$ cat src/hdl/range_flip_range_count_macros.svh
`ifndef RANGE_FLIP_RANGE_COUNT_MACROS_SVH
`define RANGE_FLIP_RANGE_COUNT_MACROS_SVH

// same-cycle implication check, quiet while reset is asserted
`define RFRC_CHECK(label, clk_sig, rst_sig, ante, cons, msg) \
    label: assert property (@(posedge clk_sig) disable iff (!rst_sig) (ante) |-> (cons)) \
        else $error(msg);

// next-cycle implication check, quiet while reset is asserted
`define RFRC_CHECK_NEXT(label, clk_sig, rst_sig, ante, cons, msg) \
    label: assert property (@(posedge clk_sig) disable iff (!rst_sig) (ante) |=> (cons)) \
        else $error(msg);

`endif

$ cat src/hdl/rfrc_pkg.sv
`default_nettype none

package rfrc_pkg;

    localparam int RANGE_W = 11;
    localparam int COUNT_W = 11;

    localparam logic FUNC_FLIP  = 1'b0;
    localparam logic FUNC_COUNT = 1'b1;

    typedef enum logic [3:0] {
        ST_CLEAR,
        ST_IDLE,
        ST_P_RD,
        ST_P_CHK,
        ST_P_WL,
        ST_P_WR,
        ST_A_STEP,
        ST_A_LEFT,
        ST_A_RIGHT,
        ST_B_RD,
        ST_B_SUM,
        ST_B_WR
    } state_t;

    typedef enum logic [2:0] {
        ALU_NONE,
        ALU_FLIP_A,
        ALU_FLIP_B,
        ALU_SUM,
        ALU_FIX,
        ALU_TAKE_A,
        ALU_TAKE_B
    } alu_op_t;

    typedef struct packed {
        logic rd;
        logic wr;
    } mem_ctl_t;

endpackage

`default_nettype wire

$ cat src/hdl/rfrc_node_alu.sv
`default_nettype none

module rfrc_node_alu #(
    parameter int CW = 11
) (
    input  wire rfrc_pkg::alu_op_t op,
    input  wire logic          mark,
    input  wire logic [CW-1:0] span,
    input  wire logic [CW-1:0] acc,
    input  wire logic [CW-1:0] sum,
    input  wire logic [CW-1:0] cnt_a,
    input  wire logic [CW-1:0] cnt_b,
    output logic      [CW-1:0] res
);

    logic [CW-1:0] x;
    logic [CW-1:0] y;
    logic          sub;

    always_comb
    begin
        x   = '0;
        y   = '0;
        sub = 1'b0;
        case (op)
            rfrc_pkg::ALU_FLIP_A:
            begin
                x   = span;
                y   = cnt_a;
                sub = 1'b1;
            end
            rfrc_pkg::ALU_FLIP_B:
            begin
                x   = span;
                y   = cnt_b;
                sub = 1'b1;
            end
            rfrc_pkg::ALU_SUM:
            begin
                x = cnt_a;
                y = cnt_b;
            end
            rfrc_pkg::ALU_FIX:
            begin
                // a marked node holds the complement of its children's sum
                x   = mark ? span : sum;
                y   = mark ? sum : '0;
                sub = 1'b1;
            end
            rfrc_pkg::ALU_TAKE_A:
            begin
                x   = acc;
                y   = cnt_a;
                sub = 1'b1;
            end
            rfrc_pkg::ALU_TAKE_B:
            begin
                x   = acc;
                y   = cnt_b;
                sub = 1'b1;
            end
            default:
            begin
                x   = '0;
                y   = '0;
                sub = 1'b0;
            end
        endcase
        res = sub ? (x - y) : (x + y);
    end

endmodule

`default_nettype wire

$ cat config.mk
export PLATFORM = sky130hd
export DESIGN_NAME = rfrc_node_alu
export DESIGN_NICKNAME = d
export VERILOG_FILES = /design/src/hdl/range_flip_range_count_macros.svh /design/src/hdl/rfrc_pkg.sv /design/src/hdl/rfrc_node_alu.sv
export SDC_FILE = /design/constraint.sdc
export NUM_CORES = 1
export LEC_CHECK = 0
export BUFFER_PORTS_ARGS = -buffer_cell sky130_fd_sc_hd__buf_4
export CAP_MARGIN = 20
export CORE_MARGIN = 4
export CORE_UTILIZATION = 51
export DETAILED_ROUTE_END_ITERATION = 7
export PLACE_DENSITY = 0.9
export SLEW_MARGIN = 0
export SYNTH_ARGS = -nofsm -noshare
export SYNTH_HDL_FRONTEND = slang
export SYNTH_SLANG_ARGS = --single-unit
$ cat constraint.sdc
create_clock -name vclk -period 12.64
set_clock_uncertainty 0.05 [all_clocks]
set_input_delay 2.528 -clock vclk [all_inputs]
set_output_delay 2.528 -clock vclk [all_outputs]
set_load 0.02 [all_outputs]
## Word level (Yosys, flattened, before mapping)

Cells that the tools add are included.

- Add/sub/neg operators: 2
- Equality and inequality tests: 6
- Multiplexer cells: 6
- Reductions and logical operators: 5

Operators with widths:

| cell | count |
|---|---|
| 11-bit one-hot mux with 4 select lines | 1 |
| 11-bit 2-to-1 mux | 3 |
| 11-bit one-hot mux with 3 select lines | 1 |
| 11-bit adder | 1 |
| 11-bit subtractor | 1 |
| 3-bit == test (second input constant) | 3 |
| 3-bit by 2-bit == test with 1-bit output (second input constant) | 2 |
| 2-bit OR reduction | 3 |
| 5-bit OR reduction | 1 |
| 3-bit by 1-bit == test with 1-bit output (second input constant) | 1 |
| 3-bit OR reduction | 1 |
| 1-bit 2-to-1 mux | 1 |

- Bits in registers: 0
- Input port bits: 59
- Word-level logic and storage cells: 19

## Longest topological paths before layout

Gate-level depths: netlist of the first run.

- Word-level depth: 5
- Mapped depth: 15
- Gate-level depth less buffers: 14

## Worst setup path before layout of the first run

Ideal clock, no wire load.

- Path type: input-to-output
- Start point: in op[1]
- End point: out res[10]
- Arrival time: 5.346 ns
- Path slack: 4.716 ns
- Stages on the path: 15
- Buffers on the path: 2
- Cell sequence: buf_2 buf_2 nor4_2 nand2_1 o21ai_0 a221oi_1 ha_1 fa_1 nor2b_1 o21ai_0 nand2b_1 a31oi_1 a21oi_1 a31oi_1 xnor2_1

- Longest elaborated chain between the ends: 5

Ends and longest elaborated chain:

| item | line | source |
|---|---|---|
| start, declared | rfrc_node_alu.sv:6 | `input wire rfrc_pkg::alu_op_t op,` |
| 3-bit == test, or another cell as far along | rfrc_node_alu.sv:25 | `case (op)` |
| 3-bit OR reduction (no source line) / 2-bit OR reduction (equally long branches) | - |  |
| 11-bit one-hot mux with 3 select lines / 11-bit one-hot mux with 4 select lines (equally long branches) | rfrc_node_alu.sv:25 |  |
| 11-bit adder / 11-bit subtractor (equally long branches) | rfrc_node_alu.sv:69 | `res = sub ? (x - y) : (x + y);` |
| 11-bit 2-to-1 mux * | rfrc_node_alu.sv:69 |  |
| end, declared | rfrc_node_alu.sv:13 | `output logic [CW-1:0] res` |

Mark *: on every way between the ends. The rest lies on a longest branch, timed or not.

## Final worst setup path of the first run

- Start point: in op[1]
- End point: out res[9]

Same word-level chain as after synthesis.

==> results of run 1 <==
[synth_stat cells, types with 2 or more instances]
master and number:
a21oi_2 4, nor2b_1 4, ha_1 11, o22ai_1 6, and2_1 3, a221o_1 7
o21a_1 3, nand3_1 7, xnor2_1 7, a21o_1 4, inv_1 8, a21oi_1 17
nor3_1 4, clkbuf_1 3, nand4_1 2, nand2_1 35, nor2_1 10, o2111ai_1 2
a31oi_1 3, buf_2 7, o21ai_0 19, xor2_1 10
[worst paths after layout]
kind	cells past startpoint	slack, ns	endpoint	start
worst min-delay path	6	5.52	res[0]	sum[0]
worst max-delay path	15	4.19	res[9]	op[1]
[kinds of logic after synthesis]
group / share of synthesized area
adders and majority gates: 0.125
muxes: 0.00793
and+or+nand+nor: 0.297
buffers and inverters: 0.0694
AOI/OAI and AO/OA: 0.383
xor gates and xnor gates: 0.118
[metal layers]
metal | GRT usage | part of all wire | vias to the layer above
met3 | 0.0290 | 0.092 | 6
met5 | 0 | 0 | -
li1 | - | - | 855
met1 | 0.317 | 0.44 | 757
met2 | 0.381 | 0.45 | 83
met4 | 0.0298 | 0.0095 | 0
[critical path: stages]
cell	delay (ns)
buf_4	0.20
and4bb_1	0.69
a21oi_2	0.15
ha_1	0.23
nor4b_2	0.16
and3_1	0.18
nor2_1	0.11
xor2_1	0.17
ha_1	0.28
or2_2	0.32
o31ai_1	0.07
a21oi_1	0.11
or4_1	0.42
nand3_1	0.09
buf_4	0.14
[power breakdown]
part	switching, W	internal (W)
Sequential	0	0
Clock	0	0
Combinational	0.0000864	0.0000746
Total	0.0000864	0.0000746
[metrics by stage]
step / setup WS (ns) / power (W) / util / area [um2] / hold WS [ns]
3_5_place_dp: 4.21 / 0.000160 / 0.776 / 1770 / 5.51
6_report: 4.19 / 0.000161 / 0.776 / 1770 / 5.52
5_1_grt: 3.95 / 0.000175 / 0.776 / 1770 / 5.53
2_1_floorplan: 4.72 / 0.000103 / - / 1260 / 5.30
3_3_place_gp: 4.26 / 0.000158 / 0.776 / 1770 / 5.52
4_1_cts: 4.20 / 0.000161 / 0.776 / 1770 / 5.52
[cell type report]
cell class                      instances  area, um2  area share
Multi-Input combinational cell        179       1170       0.665
Timing Repair Buffer                   70        526       0.298
Tap cell                               28       35.0      0.0198
Inverter                                8       30.0      0.0170
==> metrics.cfg, run 1 <==
[timing]
min_period_ns = 8.45
max_freq_ghz = 0.118
grt_setup_unrepaired = no
finalMaxSlewViolations = 0
tns_ns = 0
timing.final.crit_share = 0.668
setup_violations = 0
slew_headroom = 0.381
hold_viol_final = 0
worst_slew_pin_slew_ns = 0.921

[cells_and_area]
seq_cell_count = 0
area_growth_pct = 39.8
instances_no_fill = 285
nNetsFinal = 330
seq_area_um2 = 0
n_fill_cell = 194
final_common_cell = buf_4
n_clock_buffer = 0
drive_above_1_share = 0.307
layout_common_cells = 70 x buf_4, 35 x nand2_1, 19 x o21ai_0
antenna_cells = 0

[synthesis]
ys_types = 44
synthTopCellsByArea = ha_1 11%, nand2_1 10%, o21ai_0 7.5%, xor2_1 6.9%, a21oi_1 6.7%
syn_area_per_cell_um2 = 6.38
ys_seq_area_frac = 0
yosys.area.top_type = ha_1
netlist_area_um2 = 1260
syn_nets = 269
synth_top_area_share = 0.109
syn_inst = 198
ys.warnings.count = 0

[route]
antenna_left = 0
via_count = 1701
via_per_inst = 5.97
wire_per_inst_um = 14.0
drc = 0
drt_iter0_markers = 67
drt-pass1-iter-count = 4
drt-total-wl_um = 3990

[floorplanning]
dieArea_um2 = 3340
die_x_um = 57.8
initial_core_util = 0.555
num_rows = 17
ios = 70
core-area_um2 = 2280
die_h_um = 57.8

[placement]
portBuffers = 70
place_congestion = 0.935
placed_cells = 285
hpwlAfterDp_um = 3300

[global_route]
grt_max_degree = 32
grt_pass1_wl_um = 6400
grt-ovfl-total = 0
grt_antenna_before_repair = 0
grt_usage = 0.228
grt_pass1_vias = 1560

[worst_setup_path]
cp.arrival_ns = 5.87
cp-start-kind = input pin
worstSetupEndpointType = output pin
crit_type = input pin to output pin
cp.required_ns = 10.06
cp_max_fo = 31

[power]
peakVddDrop_mv = 0.0926
leakage_nw = 0.836
p_per_area_nw_per_um2 = 91.2

[hold_path]
hp-class = input pin to output pin

[clock_network]
post_cts_buffers = 0
holdBufCountCts = 0
ctsResizeCount = 0

[status]
status = complete, no violations

[job]
cap_violations = 0

(Power assumes the default switching activity.)
==> run 2: changes to the inputs <==
--- a/config.mk
+++ b/config.mk
@@ -8,9 +8,9 @@
 export BUFFER_PORTS_ARGS = -buffer_cell sky130_fd_sc_hd__buf_4
 export CAP_MARGIN = 20
 export CORE_MARGIN = 4
-export CORE_UTILIZATION = 51
+export CORE_UTILIZATION = 43
 export DETAILED_ROUTE_END_ITERATION = 7
-export PLACE_DENSITY = 0.9
+export PLACE_DENSITY = 0.81
 export SLEW_MARGIN = 0
 export SYNTH_ARGS = -nofsm -noshare
 export SYNTH_HDL_FRONTEND = slang
==> constraint.sdc (replaced) <==
create_clock -name vclk -period 7.7
set_clock_uncertainty 0.05 [all_clocks]
set_input_delay 1.54 -clock vclk [all_inputs]
set_output_delay 1.54 -clock vclk [all_outputs]
set_load 0.02 [all_outputs]
==> run 2 against run 1 <==
Via count fell by 4.6%. Combinational power rose by 63%. Cell count rose by 1.4%. Power rose by 63%. Worst setup slack got worse by 3.0 ns. First-iteration DRC count rose by 45%. Flip-flop and latch count did not move. Sequential share of layout area did not move.
==> metrics.cfg, run 2 (synthesis gave the netlist of run 1 again) <==
[global_route]
grt_max_degree = 32
grt_antenna_before_repair = 0
grt.busiest_layer = met2
global_route.usage.met1 = 0.290
gr-usage-met2 = 0.303
use_met3 = 0.00721
grt-ovfl-total = 0
grt_usage = 0.188
grt_pass1_vias = 1499
grt_pass1_wl_um = 6510

[placement]
place_congestion = 0.898
hpwlAfterDp_um = 3200
placed_cells = 289
portBuffers = 70

[status]
status = complete, no violations

[cells_and_area]
antenna_cells = 0
layout_common_cells = 71 x buf_4, 35 x nand2_1, 19 x o21ai_0
area_growth_pct = 40.7
n_clock_buffer = 0
drive_above_1_share = 0.310
seq_area_um2 = 0
final_common_cell = buf_4
seq_cell_count = 0
instances_no_fill = 289
nNetsFinal = 331

[route]
drt-total-wl_um = 3850
antenna_left = 0
drt-pass1-iter-count = 4
via_count = 1622
wire_per_inst_um = 13.3
drt_iter0_markers = 97
drc = 0
via_per_inst = 5.61

[timing]
worst_slew_pin_slew_ns = 0.631
finalMaxSlewViolations = 0
timing.final.crit_share = 0.840
slew_headroom = 0.579
min_period_ns = 6.47
max_freq_ghz = 0.155
tns_ns = 0
hold_slack_ns = 3.56
hold_viol_final = 0
setup_violations = 0
grt_setup_unrepaired = no

[power]
peakVddDrop_mv = 0.128
leakage_nw = 0.841
p_per_area_nw_per_um2 = 148

[floorplanning]
ios = 70
initial_core_util = 0.454
core-area_um2 = 2780
die_x_um = 62.2
die_h_um = 62.2
dieArea_um2 = 3870
num_rows = 19

[worst_setup_path]
crit_path_end = res[9]
cp.arrival_ns = 4.88
cp_max_fo = 31
worstSetupStartpoint = op[1]
cp-start-kind = input pin
cp.required_ns = 6.11
crit_type = input pin to output pin
worstSetupEndpointType = output pin

[clock_network]
holdBufCountCts = 0
post_cts_buffers = 0
ctsResizeCount = 0

[job]
cap_violations = 0

[hold_path]
hp-class = input pin to output pin

-- run 2: changes by cell type in the layout (fill, tap and decap cells not counted), sizes merged --
cell  change
buf       +1
-- run 2: layout make-up --
| type | instances | area (um2) |
|---|---|---|
| fillers | 273 | 1000 |
| inverters | 8 | 30.0 |
| multi-input cells | 179 | 1170 |
| well taps | 31 | 38.8 |
| repair buffers | 71 | 533 |
-- run 2: routing by layer --
metal | vias up | routed length [um]
li1 | 853 | -
met1 | 698 | 1880
met2 | 71 | 1680
met3 | 0 | 290
met4 | 0 | 0
met5 | - | 0
-- run 2: worst min path at each step --
stage / startpoint / endpoint / slack, ns / cells after the start
after global placement: sum[0] / res[0] / 3.55 / 6
after CTS: sum[0] / res[0] / 3.55 / 6
after global routing: sum[0] / res[0] / 3.59 / 6
after detailed placement: sum[0] / res[0] / 3.55 / 6
final: sum[0] / res[0] / 3.56 / 6
after floorplan: sum[0] / res[0] / 3.33 / 4
-- run 2: metrics by stage --
stage               total power, W  setup slack [ns]  utilization  area [um2]
global placement          0.000260              1.26        0.639        1780
floorplan                 0.000168              1.75            -        1260
finish                    0.000262              1.23        0.639        1780
detailed placement        0.000263              1.24        0.639        1780
CTS                       0.000264              1.23        0.639        1780
global route              0.000289             0.907        0.639        1780
-- run 2: report_power, final --
part | total [W] | switching (W) | internal (W) | leakage (nW)
Combinational | 0.000262 | 0.000140 | 0.000122 | 0.841
Sequential | 0 | 0 | 0 | 0
Clock | 0 | 0 | 0 | 0
-- run 2: critical path, cell delays in order --
cell	delay (ns)
buf_4	0.20
and4bb_1	0.70
a21oi_2	0.16
ha_1	0.24
nor4b_2	0.16
and3_1	0.19
nor2_1	0.12
xor2_1	0.16
ha_1	0.27
or2_2	0.32
o31ai_1	0.07
a21oi_1	0.11
or4_1	0.41
nand3_1	0.09
buf_4	0.14
==> run 3: changes to the inputs <==
--- a/config.mk
+++ b/config.mk
@@ -5,10 +5,11 @@
 export SDC_FILE = /design/constraint.sdc
 export NUM_CORES = 1
 export LEC_CHECK = 0
+export ABC_AREA = 1
 export BUFFER_PORTS_ARGS = -buffer_cell sky130_fd_sc_hd__buf_4
 export CAP_MARGIN = 20
 export CORE_MARGIN = 4
-export CORE_UTILIZATION = 43
+export CORE_UTILIZATION = 45
 export DETAILED_ROUTE_END_ITERATION = 7
 export PLACE_DENSITY = 0.81
 export SLEW_MARGIN = 0
==> constraint.sdc (replaced) <==
create_clock -name vclk -period 5.7
set_clock_uncertainty 0.05 [all_clocks]
set_input_delay 1.14 -clock vclk [all_inputs]
set_output_delay 1.14 -clock vclk [all_outputs]
set_load 0.02 [all_outputs]
==> run 3 against run 2 <==
Critical endpoint is now res[8]. Die area up 9.9%. Sequential share of layout area is the same. First-iteration DRC count increased by 26%. Worst hold slack worse by 0.77 ns. Core utilization grew 1.8 points. Design area increased by 15%. Synthesized cell count grew 40%. Non-clock buffer count is 2 higher.
==> metrics.cfg, run 3 <==
[status]
status = complete, no violations

[global_route]
grt_antenna_before_repair = 0
grt_usage = 0.224
grt-ovfl-total = 0
grt_pass1_wl_um = 7980
grt_pass1_vias = 1862
grt_max_degree = 15

[synthesis]
yosysMostFrequentCell = nand2_1
ys_types = 37
syn_area_per_cell_um2 = 5.29
ys_top_cells_by_count = 104 x nand2_1, 33 x inv_1, 22 x nand3_1
syn_nets = 349
synth_top_area_share = 0.265
netlist_area_um2 = 1470
yosys.area.top_type = nand2_1
ys_seq_area_frac = 0
ys.warnings.count = 0
syn_inst = 278
synthTopCellsByArea = nand2_1 27%, ha_1 9.4%, inv_1 8.4%, nand3_1 7.5%, nand4_1 5.5%

[power]
total_power_w = 0.000383
leakage_nw = 1.15
peakVddDrop_mv = 0.127
p_per_area_nw_per_um2 = 188

[floorplanning]
initial_core_util = 0.474
ios = 70
core-area_um2 = 3100
dieArea_um2 = 4250
num_rows = 20
die_h_um = 65.2
die_x_um = 65.2

[cells_and_area]
final_common_cell = nand2_1
nNetsFinal = 418
n_clock_buffer = 0
multi_input_area_um2 = 1290
final_area_um2 = 2040
layout_common_cells = 104 x nand2_1, 73 x buf_4, 33 x inv_1
seq_area_um2 = 0
n_fill_cell = 323
antenna_cells = 0
drive_above_1_share = 0.287
area_growth_pct = 38.4
seq_cell_count = 0

[worst_setup_path]
cp.arrival_ns = 3.87
cp.required_ns = 4.51
crit_top_cell = nand2_1
slowest_delay_ns = 0.36
crit_chain = buf_4 -> nor2_4 -> nand2_2 -> nor2_2 -> a21oi_4 -> ha_1 -> inv_1 -> nor2_2 -> nand2_1 -> nand2_1 -> xor2_1 -> inv_1 -> ha_1 -> nand2_1 -> o21ai_0 -> a21oi_1 -> nor2_1 -> nor2_1 -> xnor2_1 -> buf_4
worstSetupStartpoint = op[1]
cp_max_fo = 8
worstSetupEndpointType = output pin
crit_type = input pin to output pin
cp_slowest_cell = ha_1
cp-start-kind = input pin

[placement]
place_congestion = 0.937
hpwlAfterDp_um = 4060
portBuffers = 70
place_area_um2 = 2040

[route]
antenna_left = 0
drt-total-wl_um = 4750
via_count = 1983
drc = 0
wire_per_inst_um = 12.2
drt-pass1-iter-count = 4
via_per_inst = 5.10
drt_iter0_markers = 122

[timing]
max_freq_ghz = 0.198
min_period_ns = 5.06
tns_ns = 0
timing.final.crit_share = 0.888
hold_viol_final = 0
worst_slew_pin_slew_ns = 0.695
grt_setup_unrepaired = no
slew_headroom = 0.534
setup_violations = 0
finalMaxSlewViolations = 0

[hold_path]
hold_start = cnt_b[0]
hp-class = input pin to output pin
hold_path_depth = 6

[clock_network]
post_cts_buffers = 0
ctsResizeCount = 0
holdBufCountCts = 0

[job]
cap_violations = 0

## run 3: cell count changes after synthesis, sizes merged, moves of 10 or more
| cell | previous run | this run |
|---|---|---|
| inv | 8 | 37 |
| nand4 | 2 | 13 |
| a21oi | 21 | 9 |
| nand2 | 35 | 113 |
| nor2 | 11 | 23 |
| nand3 | 7 | 24 |
| o21ai | 19 | 9 |
## run 3: path summary, 6_finish.rpt
path | endpoint | slack (ns)
max | res[8] | 0.64
min | res[0] | 2.78
## run 3: logic make-up (layout without fill, tap and decap cells)
group,after synthesis,in the layout,share of synthesized area
AO/OA/AOI/OAI,31,31,0.145
XOR/XNOR,13,13,0.0774
adder cells (fa/ha/maj),12,12,0.107
buffers and inverters,44,111,0.122
AND/OR/NAND/NOR,178,178,0.548
## run 3: per-stage QoR
| stage | setup WS (ns) | hold WS (ns) | std cells | utilization |
|---|---|---|---|---|
| floorplan | 0.995 | 2.56 | 278 | - |
| finish | 0.637 | 2.78 | 389 | 0.656 |
| CTS | 0.658 | 2.78 | 389 | 0.656 |
| global placement | 0.730 | 2.77 | 389 | 0.656 |
| global route | 0.352 | 2.82 | 389 | 0.656 |
| detailed placement | 0.673 | 2.76 | 389 | 0.656 |
## run 3: area by class of cell
type,count,share of cell area
inverters,38,0.0700
multi-input cells,234,0.634
well taps,44,0.0270
repair buffers,73,0.269
## run 3: critical path, delay by kind of cell
| kind | cells | cell delay [ns] |
|---|---|---|
| compound gates | 3 | 0.50 |
| xor+xnor | 2 | 0.26 |
| fa+ha+maj | 2 | 0.55 |
| buf+inv | 4 | 0.42 |
| simple gates | 9 | 1.01 |
## run 3: report_power, final
part	total [W]	internal, W	switching, W
registers	0	0	0
clock network	0	0	0
logic	0.000383	0.000165	0.000218
## run 3: per-layer routing
metal	vias up	wire length [um]	track usage
li1	1040	-	-
met1	864	2010	0.282
met2	77	2320	0.429
met3	2	394	0.0205
met4	0	16	0.0104
met5	-	0	0
